<file path="src/sgw_pkg.sv">
// ----------------------------------------------------------------------------
// sgw_pkg
// Shared types, sizes and codes of the scatter-gather segment walker.
// ----------------------------------------------------------------------------
`default_nettype none

package sgw_pkg;

  // Table and walk limits
  localparam int MAX_DESC = 16;
  localparam int MAX_SEG  = 64;

  // Field widths
  localparam int ADDR_W  = 32;
  localparam int LEN_W   = 24;
  localparam int AVL_W   = 28;
  localparam int ACT_W   = 2;
  localparam int IDX_W   = 4;
  localparam int STAT_W  = 2;
  localparam int ECNT_W  = 5;

  // Derived sizes
  localparam int DESC_AW = (MAX_DESC > 1) ? $clog2(MAX_DESC) : 1;
  localparam int CNT_W   = $clog2(MAX_DESC + 1);
  localparam int SEG_W   = $clog2(MAX_SEG + 1);
  localparam int ACC_W   = LEN_W + DESC_AW;
  localparam int XW      = (ACC_W > AVL_W) ? ACC_W : AVL_W;
  localparam logic [AVL_W-1:0] AVAIL_MAX = {AVL_W{1'b1}};

  // Configuration port
  localparam int PDATA_W   = 32;
  localparam int PADDR_W   = 3;
  localparam int REG_IDX_W = PADDR_W - 2;
  localparam logic [REG_IDX_W-1:0] REG_ELEMENT_COUNT = REG_IDX_W'(0);
  localparam logic [REG_IDX_W-1:0] REG_CYCLIC_MODE   = REG_IDX_W'(1);

  // Action codes
  localparam logic [ACT_W-1:0] ACT_WRITE  = 2'd0;
  localparam logic [ACT_W-1:0] ACT_COPY   = 2'd1;
  localparam logic [ACT_W-1:0] ACT_REWIND = 2'd2;

  // Result status codes
  localparam logic [STAT_W-1:0] ST_SEGMENT = 2'd0;
  localparam logic [STAT_W-1:0] ST_NO_DATA = 2'd1;
  localparam logic [STAT_W-1:0] ST_EMPTY   = 2'd2;
  localparam logic [STAT_W-1:0] ST_TRUNC   = 2'd3;

  typedef struct packed {
    logic [ACT_W-1:0]  action;
    logic [IDX_W-1:0]  desc_index;
    logic [ADDR_W-1:0] desc_source;
    logic [ADDR_W-1:0] desc_target;
    logic [LEN_W-1:0]  desc_length;
    logic [LEN_W-1:0]  request_bytes;
  } in_item_t;

  typedef struct packed {
    logic [ADDR_W-1:0] seg_source;
    logic [ADDR_W-1:0] seg_target;
    logic [LEN_W-1:0]  seg_length;
    logic [LEN_W-1:0]  total_copied;
    logic [AVL_W-1:0]  avail_bytes;
    logic [STAT_W-1:0] status;
    logic              last;
  } out_item_t;

  // One descriptor as held in the table memory
  typedef struct packed {
    logic [ADDR_W-1:0] src;
    logic [ADDR_W-1:0] tgt;
    logic [LEN_W-1:0]  len;
  } desc_t;

  localparam int DESC_W = $bits(desc_t);

  // Configuration seen by the walker
  typedef struct packed {
    logic [ECNT_W-1:0] element_count;
    logic              cyclic_mode;
  } cfg_t;

endpackage

`default_nettype wire

</file>
<file path="src/sgw_ram.sv">
// ----------------------------------------------------------------------------
// sgw_ram
// Generic single-write, single-read RAM with a registered read port.
// ----------------------------------------------------------------------------
`default_nettype none

module sgw_ram #(
  parameter int WIDTH = 8,
  parameter int DEPTH = 16
) (
  input  wire logic                             clk,
  input  wire logic                             we,
  input  wire logic [$clog2(DEPTH > 1 ? DEPTH : 2)-1:0] waddr,
  input  wire logic [WIDTH-1:0]                 wdata,
  input  wire logic                             re,
  input  wire logic [$clog2(DEPTH > 1 ? DEPTH : 2)-1:0] raddr,
  output logic      [WIDTH-1:0]                 rdata
);

  logic [WIDTH-1:0] mem [DEPTH];

  // Write port
  always_ff @(posedge clk) begin
    if (we) begin
      mem[waddr] <= wdata;
    end
  end

  // Registered read, held while no read is issued
  always_ff @(posedge clk) begin
    if (re) begin
      rdata <= mem[raddr];
    end
  end

endmodule

`default_nettype wire

</file>
<file path="src/sgw_regs.sv">
// ----------------------------------------------------------------------------
// sgw_regs
// APB-style configuration registers: element count and cyclic mode.
// ----------------------------------------------------------------------------
`default_nettype none

module sgw_regs
  import sgw_pkg::*;
(
  input  wire logic               clk,
  input  wire logic               rst_n,
  input  wire logic               psel,
  input  wire logic               penable,
  input  wire logic               pwrite,
  input  wire logic [PADDR_W-1:0] paddr,
  input  wire logic [PDATA_W-1:0] pwdata,
  output logic      [PDATA_W-1:0] prdata,
  output logic                    pready,
  output cfg_t                    cfg
);

  logic [REG_IDX_W-1:0] reg_idx;
  logic                 wr_en;
  logic [ECNT_W-1:0]    ecount_r, ecount_nxt;
  logic                 cyclic_r, cyclic_nxt;

  assign reg_idx = paddr[PADDR_W-1:2];
  assign wr_en   = psel & penable & pwrite;
  assign pready  = 1'b1;

  // Decode the write
  always_comb begin
    ecount_nxt = ecount_r;
    cyclic_nxt = cyclic_r;
    if (wr_en) begin
      unique case (reg_idx)
        REG_ELEMENT_COUNT: ecount_nxt = pwdata[ECNT_W-1:0];
        REG_CYCLIC_MODE:   cyclic_nxt = pwdata[0];
        default: ;
      endcase
    end
  end

  always_ff @(posedge clk) begin
    if (!rst_n) begin
      ecount_r <= '0;
      cyclic_r <= 1'b0;
    end else begin
      ecount_r <= ecount_nxt;
      cyclic_r <= cyclic_nxt;
    end
  end

  // Read back
  always_comb begin
    unique case (reg_idx)
      REG_ELEMENT_COUNT: prdata = PDATA_W'(ecount_r);
      REG_CYCLIC_MODE:   prdata = PDATA_W'(cyclic_r);
      default:           prdata = '0;
    endcase
  end

  assign cfg.element_count = ecount_r;
  assign cfg.cyclic_mode   = cyclic_r;

endmodule

`default_nettype wire

</file>
<file path="src/sgw_walker.sv">
// ----------------------------------------------------------------------------
// sgw_walker
// Descriptor table memory and the sequencer that sums availability and walks
// the descriptors, one segment command per piece.
// ----------------------------------------------------------------------------
`default_nettype none

module sgw_walker
  import sgw_pkg::*;
(
  input  wire logic      clk,
  input  wire logic      rst_n,
  input  wire cfg_t      cfg,
  input  wire logic      in_valid,
  output logic           in_ready,
  input  wire in_item_t  in_data,
  output logic           out_valid,
  input  wire logic      out_ready,
  output out_item_t      out_data
);

  // Sequencer states
  localparam logic [2:0] S_IDLE  = 3'd0;
  localparam logic [2:0] S_SUM   = 3'd1;
  localparam logic [2:0] S_AVAIL = 3'd2;
  localparam logic [2:0] S_WRD   = 3'd3;
  localparam logic [2:0] S_WEX   = 3'd4;
  localparam logic [2:0] S_WSEG  = 3'd5;
  localparam logic [2:0] S_FLUSH = 3'd6;

  logic [2:0]        state_r, state_nxt;
  logic [CNT_W-1:0]  cur_r, cur_nxt;
  logic [LEN_W-1:0]  prog_r, prog_nxt;
  logic [LEN_W-1:0]  req_r, req_nxt;
  logic [LEN_W-1:0]  copied_r, copied_nxt;
  logic [SEG_W-1:0]  segcnt_r, segcnt_nxt;
  logic [CNT_W-1:0]  sum_idx_r, sum_idx_nxt;
  logic              rdv_r, rdv_nxt;
  logic [ACC_W-1:0]  acc_r, acc_nxt;
  logic [AVL_W-1:0]  avail_r, avail_nxt;
  logic [STAT_W-1:0] end_st_r, end_st_nxt;
  logic              trunc_r, trunc_nxt;
  logic [LEN_W-1:0]  rem_r, rem_nxt;
  logic [ADDR_W-1:0] src_r, src_nxt;
  logic [ADDR_W-1:0] tgt_r, tgt_nxt;
  logic              pend_vld_r, pend_vld_nxt;
  out_item_t         pend_r, pend_nxt;
  logic              out_vld_r, out_vld_nxt;
  out_item_t         out_r, out_nxt;

  logic [CNT_W-1:0]  count;
  logic [CNT_W-1:0]  cur_adv;
  logic [XW-1:0]     rest;
  logic [XW-1:0]     acc_x;
  logic [XW-1:0]     prog_x;
  logic [AVL_W-1:0]  avail_calc;
  logic              out_free;
  logic [LEN_W-1:0]  piece;
  logic              in_xfer;

  logic              ram_we;
  logic [DESC_AW-1:0] ram_waddr;
  desc_t             ram_wdata;
  logic              ram_re;
  logic [DESC_AW-1:0] ram_raddr;
  desc_t             ram_rdata;

  sgw_ram #(
    .WIDTH (DESC_W),
    .DEPTH (MAX_DESC)
  ) u_table (
    .clk   (clk),
    .we    (ram_we),
    .waddr (ram_waddr),
    .wdata (ram_wdata),
    .re    (ram_re),
    .raddr (ram_raddr),
    .rdata (ram_rdata)
  );

  // Descriptors in use, clipped to the table size
  always_comb begin
    if (32'(cfg.element_count) > 32'(MAX_DESC)) begin
      count = CNT_W'(MAX_DESC);
    end else begin
      count = CNT_W'(cfg.element_count);
    end
  end

  // Step to the next descriptor, wrapping in cyclic mode
  always_comb begin
    if (cfg.cyclic_mode && (cur_r + CNT_W'(1) == count)) begin
      cur_adv = '0;
    end else begin
      cur_adv = cur_r + CNT_W'(1);
    end
  end

  // Availability from the finished sum
  always_comb begin
    acc_x  = XW'(acc_r);
    prog_x = XW'(prog_r);
    if (cfg.cyclic_mode) begin
      rest = acc_x;
    end else if (acc_x > prog_x) begin
      rest = acc_x - prog_x;
    end else begin
      rest = '0;
    end
    if (rest > XW'(AVAIL_MAX)) begin
      avail_calc = AVAIL_MAX;
    end else begin
      avail_calc = rest[AVL_W-1:0];
    end
  end

  assign out_free = !out_vld_r || out_ready;
  assign piece    = (rem_r < req_r) ? rem_r : req_r;
  assign in_ready = (state_r == S_IDLE);
  assign in_xfer  = in_valid && in_ready;

  // Table write on a descriptor load; reads are issued only outside idle,
  // so a read never meets a write to the same slot
  assign ram_we    = in_xfer && (in_data.action == ACT_WRITE)
                     && (32'(in_data.desc_index) < 32'(MAX_DESC));
  assign ram_waddr = DESC_AW'(in_data.desc_index);
  assign ram_wdata = '{src: in_data.desc_source,
                       tgt: in_data.desc_target,
                       len: in_data.desc_length};

  // Sequencer
  always_comb begin
    state_nxt    = state_r;
    cur_nxt      = cur_r;
    prog_nxt     = prog_r;
    req_nxt      = req_r;
    copied_nxt   = copied_r;
    segcnt_nxt   = segcnt_r;
    sum_idx_nxt  = sum_idx_r;
    rdv_nxt      = 1'b0;
    acc_nxt      = acc_r;
    avail_nxt    = avail_r;
    end_st_nxt   = end_st_r;
    trunc_nxt    = trunc_r;
    rem_nxt      = rem_r;
    src_nxt      = src_r;
    tgt_nxt      = tgt_r;
    pend_vld_nxt = pend_vld_r;
    pend_nxt     = pend_r;
    out_vld_nxt  = out_vld_r && !out_ready;
    out_nxt      = out_r;
    ram_re       = 1'b0;
    ram_raddr    = cur_r[DESC_AW-1:0];

    unique case (state_r)
      S_IDLE: begin
        if (in_xfer) begin
          priority if (in_data.action == ACT_REWIND) begin
            cur_nxt  = '0;
            prog_nxt = '0;
          end else if (in_data.action == ACT_COPY) begin
            req_nxt     = in_data.request_bytes;
            copied_nxt  = '0;
            segcnt_nxt  = '0;
            trunc_nxt   = 1'b0;
            end_st_nxt  = ST_EMPTY;
            acc_nxt     = '0;
            sum_idx_nxt = cfg.cyclic_mode ? '0 : cur_r;
            state_nxt   = S_SUM;
          end else begin
          end
        end
      end

      // Stream lengths out of the table and accumulate them
      S_SUM: begin
        if (rdv_r) begin
          acc_nxt = acc_r + ACC_W'(ram_rdata.len);
        end
        if (sum_idx_r < count) begin
          ram_re      = 1'b1;
          ram_raddr   = sum_idx_r[DESC_AW-1:0];
          rdv_nxt     = 1'b1;
          sum_idx_nxt = sum_idx_r + CNT_W'(1);
        end else if (!rdv_r) begin
          avail_nxt = avail_calc;
          state_nxt = S_AVAIL;
        end
      end

      S_AVAIL: begin
        if (avail_r == '0) begin
          end_st_nxt = ST_NO_DATA;
          state_nxt  = S_FLUSH;
        end else begin
          state_nxt = S_WRD;
        end
      end

      // Loop head: stop checks, then fetch the current descriptor
      S_WRD: begin
        priority if (req_r == '0) begin
          end_st_nxt = ST_EMPTY;
          state_nxt  = S_FLUSH;
        end else if (cur_r >= count) begin
          end_st_nxt = ST_NO_DATA;
          state_nxt  = S_FLUSH;
        end else begin
          ram_re    = 1'b1;
          state_nxt = S_WEX;
        end
      end

      // Remaining bytes and segment addresses
      S_WEX: begin
        rem_nxt = ram_rdata.len - prog_r;
        src_nxt = ram_rdata.src + ADDR_W'(prog_r);
        tgt_nxt = ram_rdata.tgt + ADDR_W'(prog_r);
        priority if (!(ram_rdata.len > prog_r)) begin
          cur_nxt    = cur_adv;
          prog_nxt   = '0;
          end_st_nxt = ST_EMPTY;
          state_nxt  = S_FLUSH;
        end else if (32'(segcnt_r) >= 32'(MAX_SEG)) begin
          trunc_nxt = 1'b1;
          state_nxt = S_FLUSH;
        end else begin
          state_nxt = S_WSEG;
        end
      end

      // Emit the previous segment, hold this one until the next step is known
      S_WSEG: begin
        if (!pend_vld_r || out_free) begin
          if (pend_vld_r) begin
            out_vld_nxt = 1'b1;
            out_nxt     = pend_r;
          end
          pend_vld_nxt          = 1'b1;
          pend_nxt.seg_source   = src_r;
          pend_nxt.seg_target   = tgt_r;
          pend_nxt.seg_length   = piece;
          pend_nxt.total_copied = copied_r + piece;
          pend_nxt.avail_bytes  = avail_r;
          pend_nxt.status       = ST_SEGMENT;
          pend_nxt.last         = 1'b0;
          copied_nxt = copied_r + piece;
          req_nxt    = req_r - piece;
          segcnt_nxt = segcnt_r + SEG_W'(1);
          if (rem_r <= req_r) begin
            cur_nxt  = cur_adv;
            prog_nxt = '0;
          end else begin
            prog_nxt = prog_r + piece;
          end
          state_nxt = S_WRD;
        end
      end

      // Final result of the request
      S_FLUSH: begin
        if (out_free) begin
          out_vld_nxt = 1'b1;
          if (pend_vld_r) begin
            out_nxt        = pend_r;
            out_nxt.last   = 1'b1;
            out_nxt.status = trunc_r ? ST_TRUNC : ST_SEGMENT;
            pend_vld_nxt   = 1'b0;
          end else begin
            out_nxt.seg_source   = '0;
            out_nxt.seg_target   = '0;
            out_nxt.seg_length   = '0;
            out_nxt.total_copied = '0;
            out_nxt.avail_bytes  = avail_r;
            out_nxt.status       = end_st_r;
            out_nxt.last         = 1'b1;
          end
          state_nxt = S_IDLE;
        end
      end

      default: state_nxt = S_IDLE;
    endcase
  end

  // Control state
  always_ff @(posedge clk) begin
    if (!rst_n) begin
      state_r    <= S_IDLE;
      cur_r      <= '0;
      prog_r     <= '0;
      rdv_r      <= 1'b0;
      pend_vld_r <= 1'b0;
      out_vld_r  <= 1'b0;
    end else begin
      state_r    <= state_nxt;
      cur_r      <= cur_nxt;
      prog_r     <= prog_nxt;
      rdv_r      <= rdv_nxt;
      pend_vld_r <= pend_vld_nxt;
      out_vld_r  <= out_vld_nxt;
    end
  end

  // Working values and payload
  always_ff @(posedge clk) begin
    req_r     <= req_nxt;
    copied_r  <= copied_nxt;
    segcnt_r  <= segcnt_nxt;
    sum_idx_r <= sum_idx_nxt;
    acc_r     <= acc_nxt;
    avail_r   <= avail_nxt;
    end_st_r  <= end_st_nxt;
    trunc_r   <= trunc_nxt;
    rem_r     <= rem_nxt;
    src_r     <= src_nxt;
    tgt_r     <= tgt_nxt;
    pend_r    <= pend_nxt;
    out_r     <= out_nxt;
  end

  assign out_valid = out_vld_r;
  assign out_data  = out_r;

endmodule

`default_nettype wire

</file>
<file path="src/scatter_gather_segment_walker.sv">
// Write and rewind transfers may follow back to back.
// A copy request first sums the lengths of the descriptors in use, one read a cycle
// from the single table port, then walks them with a fetch, remainder and emit step
// per segment; an empty descriptor or the segment limit ends the walk at the remainder.
// Segments appear one step behind the walk; result stalls hold the walk.
// Synchronous reset clears index, progress, registers and handshakes, not the table.
// ----------------------------------------------------------------------------
// scatter_gather_segment_walker
// Scatter-gather descriptor table with a walker that splits copy requests
// into segment commands; configuration through an APB-style port.
// ----------------------------------------------------------------------------
`default_nettype none

module scatter_gather_segment_walker
  import sgw_pkg::*;
(
  input  wire logic               clk,
  input  wire logic               rst_n,
  input  wire logic               psel,
  input  wire logic               penable,
  input  wire logic               pwrite,
  input  wire logic [PADDR_W-1:0] paddr,
  input  wire logic [PDATA_W-1:0] pwdata,
  output logic      [PDATA_W-1:0] prdata,
  output logic                    pready,
  input  wire logic               in_valid,
  output logic                    in_ready,
  input  wire in_item_t           in_data,
  output logic                    out_valid,
  input  wire logic               out_ready,
  output out_item_t               out_data
);

  cfg_t cfg;

  sgw_regs u_regs (
    .clk     (clk),
    .rst_n   (rst_n),
    .psel    (psel),
    .penable (penable),
    .pwrite  (pwrite),
    .paddr   (paddr),
    .pwdata  (pwdata),
    .prdata  (prdata),
    .pready  (pready),
    .cfg     (cfg)
  );

  sgw_walker u_walker (
    .clk       (clk),
    .rst_n     (rst_n),
    .cfg       (cfg),
    .in_valid  (in_valid),
    .in_ready  (in_ready),
    .in_data   (in_data),
    .out_valid (out_valid),
    .out_ready (out_ready),
    .out_data  (out_data)
  );

endmodule

`default_nettype wire

</file>
<file path="config.mk">
export PLATFORM = sky130hd
export DESIGN_NAME = scatter_gather_segment_walker
export DESIGN_NICKNAME = d
export VERILOG_FILES = /design/src/sgw_pkg.sv /design/src/sgw_ram.sv /design/src/sgw_regs.sv /design/src/sgw_walker.sv /design/src/scatter_gather_segment_walker.sv
export SDC_FILE = /design/constraint.sdc
export NUM_CORES = 2
export LEC_CHECK = 0
export ABC_CLOCK_PERIOD_IN_PS = 16000
export CAP_MARGIN = 10
export CORE_MARGIN = 1
export CORE_UTILIZATION = 50
export CTS_CLUSTER_DIAMETER = 30
export DETAILED_ROUTE_END_ITERATION = 8
export DONT_BUFFER_PORTS = 1
export GPL_ROUTABILITY_DRIVEN = 0
export SYNTH_ARGS = -nofsm -noshare
export SYNTH_HDL_FRONTEND = slang
export SYNTH_SLANG_ARGS = --single-unit
</file>
<file path="constraint.sdc">
create_clock -name clk -period 16 [get_ports clk]
set_input_delay 3.2 -clock clk [delete_from_list [all_inputs] [get_ports clk]]
set_output_delay 3.2 -clock clk [all_outputs]
set_load 0.05 [all_outputs]
</file>
==> impl_metrics.ini <==
[pwr]
peakVddDrop_mv = 0.1150
combPwrFrac = 0.157
p_sw_mw = 4.634
sw_frac_of_total = 0.2614
p_int_mw = 13.09
clkPwrFrac = 0.482
power.total_mw = 17.72
leakage_nw = 35.65
seqPwrFrac = 0.361
p_per_area_mw_per_mm2 = 174.0

[drt]
ant_nets = 0
viasPerCell = 5.918
drt_iter0_drc = 4219
vias = 46155
wl_per_cell_microns = 27.22
drtPass1Iterations = 6
drcViolationCount = 0
drt_wl_total_mm = 212.3

[logic_synthesis]
yosysSeqAreaShare = 0.7115
synth_top_area_share = 0.7018
syn_inst = 4936
ys_top_cells_by_area = edfxtp_1 70%, mux4_2 9.3%, ha_1 3.4%
async_reset_ff_frac = 0
synth_ff_type = edfxtp_1
yosys.area.top_type = edfxtp_1
synth_simple_gate_area_frac = 0.05589
synth_compound_area_frac = 0.06296
synth_edf_count = 1986
syn_area_per_cell_sq_um = 17.22
synth-xor-area-share = 0.01742
synth-seq-cells = 2027
synth_mux_area_frac = 0.09923
ys_types = 79
syn_area_sq_mm = 0.08497
ys_warn_count = 0
synth_top_family_by_area = multiplexers
synth_fa_ha_area_frac = 0.03560

[clock_tree]
cts_num_sinks = 2027
max-clock-path-buffers = 4
cts_setup_buffers = 0
clk_latency_ns = 0.97
root_buffer = clkbuf_16
cts_tree = done
cts_buffers = 426
clk_pin_slew_ns = 0.04
cts_resized = 0
cts_hold_buf = 0
cts_max_level = 5

[timing]
finalClockSkew_ns = 0.07915
slew_headroom = 0.2263
setup_viol = 0
fin_crit_ns = 7.124
tightest_slew_ns = 1.152
max_freq_mhz = 140.4
hold_violations = 0
slew_viol_final = 0
setup_slack_ns = 8.876
finalCritPeriodShare = 0.4452
setup_tns_ns = 0
rsz0062_at_grt = false

[critical_path]
worstSetupStartpointType = input port
end_kind = output port
critical_path_required_ns = 12.80
critPathMaxFanout = 7
worstSetupPathType = input port to output port
crit_arrival_ns = 3.92
crit_path_max_incr_delay_ns = 0.71
critPathTopFamily = simple AND/OR/NAND/NOR gates
cp.buffers_inverters = 0
path_cells = nor2b_1
crit_slowest_cell = nor2b_1

[layout]
multi_input_area_sq_mm = 0.02339
register_area_sq_mm = 0.06046
syn2layout_area_growth_pct = 19.89
fillers = 12132
finalInstanceArea_sq_mm = 0.1019
layout_commonest_cell = edfxtp_1
fin_nets = 5648
final_cell_mix = 1986 x edfxtp_1, 433 x clkbuf_16, 352 x mux4_2
drive_gt1_frac = 0.2074
final-instance-count-excl-fill = 7799

[placed_design]
dp_cells = 7027
portBuffers = 0
dp_hpwl_mm = 121.5
dp_slack_ns = 8.879
placed_cell_area_sq_mm = 0.08774

[die]
dieArea_sq_mm = 0.1716
num_io_pins = 338
die_w_microns = 414.2
die_h_microns = 414.2
core-area_sq_mm = 0.1680
row_count = 150
start_util = 0.5059

[run_status]
status = completed

[grt]
first_global_vias = 46589
grt_pass1_wl_mm = 309.6
track_usage = 0.2470
antenna_found_initial = 10
grt_start_max_net_pins = 144
globalRouteOverflowTotal = 0

[flow_run]
cap_violations = 0

[worst_hold_path]
hp-class = register to register
[sequential cells by signal, summed over array words and instances, names as in the netlist, 7 cells and up]
register,count
u_walker.avail_r,28
u_walker.src_r,32
u_walker.out_data,143
u_walker.req_r,24
u_walker.segcnt_r,7
u_walker.prog_r,24
u_walker.rem_r,24
u_walker.acc_r,28
u_walker.tgt_r,32
u_walker.pend_r,140
u_walker.u_table.mem,1408
u_walker.u_table.rdata,88
u_walker.copied_r,24
[power by group through the flow]
stage                     clock (mW)  combinational, mW  sequential, mW
after detailed placement           0               2.76            6.49
after global placement             0               2.74            6.49
after CTS                       8.66               2.77            6.40
after floorplan                    0               2.05            6.40
final                           8.55               2.77            6.40
after global routing            8.93               3.04            6.41
[Yosys cell counts (22+ instances only)]
cell,number
nor3_1,55
nor4_1,25
mux4_2,352
nor2b_1,137
a21oi_1,168
o31ai_1,38
buf_2,60
xnor2_1,108
inv_1,132
o21ai_0,90
a22oi_1,192
a21o_1,92
and3_1,24
nand2b_1,42
nor2_1,211
o21a_1,26
xor2_1,61
ha_1,229
mux2_2,22
o21ai_1,48
nand2_1,262
buf_4,28
and2_1,34
edfxtp_1,1986
clkbuf_1,108
nand3_1,64
dfxtp_1,41
[per-stage QoR]
step / hold WS [ns] / utilization
2_1_floorplan: 0.4003 / -
3_3_place_gp: 0.4015 / 0.5223
3_5_place_dp: 0.4045 / 0.5223
4_1_cts: 0.4107 / 0.6065
5_1_grt: 0.4165 / 0.6065
6_report: 0.4105 / 0.6065
[cell families after synthesis]
| family | Yosys count |
|---|---|
| flops | 2027 |
| fa+ha+maj | 237 |
| compound gates | 802 |
| buf+inv | 344 |
| xor+xnor | 169 |
| simple gates | 957 |
| other cells | 2 |
| mux | 398 |
[worst paths after layout]
| kind | startpoint | slack (ns) | to | cells after the start |
|---|---|---|---|---|
| worst max-delay path | paddr[2] | 8.88 | prdata[2] | 1 |
| worst min-delay path | u_walker.tgt_r[11]$_DFFE_PP_ | 0.41 | u_walker.pend_r[90]$_DFFE_PP_ | 0 |
| worst max register to register | u_regs.ecount_r[4]$_SDFFE_PN0P_ | 9.73 | u_walker.u_table.rdata[72]$_DFFE_PP_ | 14 |
| worst min register to register | u_walker.tgt_r[11]$_DFFE_PP_ | 0.41 | u_walker.pend_r[90]$_DFFE_PP_ | 0 |
[routing by layer]
metal	GRT usage	vias up	part of all wire
li1	-	20463	-
met1	0.3307	23746	0.42
met2	0.4071	1586	0.49
met3	0.05216	358	0.069
met4	0.07548	2	0.025
met5	0	-	0.000061
[cell type report]
type | count | area share
Timing Repair Buffer | 68 | 0.005993
Clock inverter | 293 | 0.03077
Multi-Input combinational cell | 2591 | 0.2296
Sequential cell | 2027 | 0.5935
Inverter | 137 | 0.005072
Tap cell | 2204 | 0.02707
Clock buffer | 477 | 0.1080
Antenna cell | 2 | 0.00004913
(Power assumes the default switching activity.)
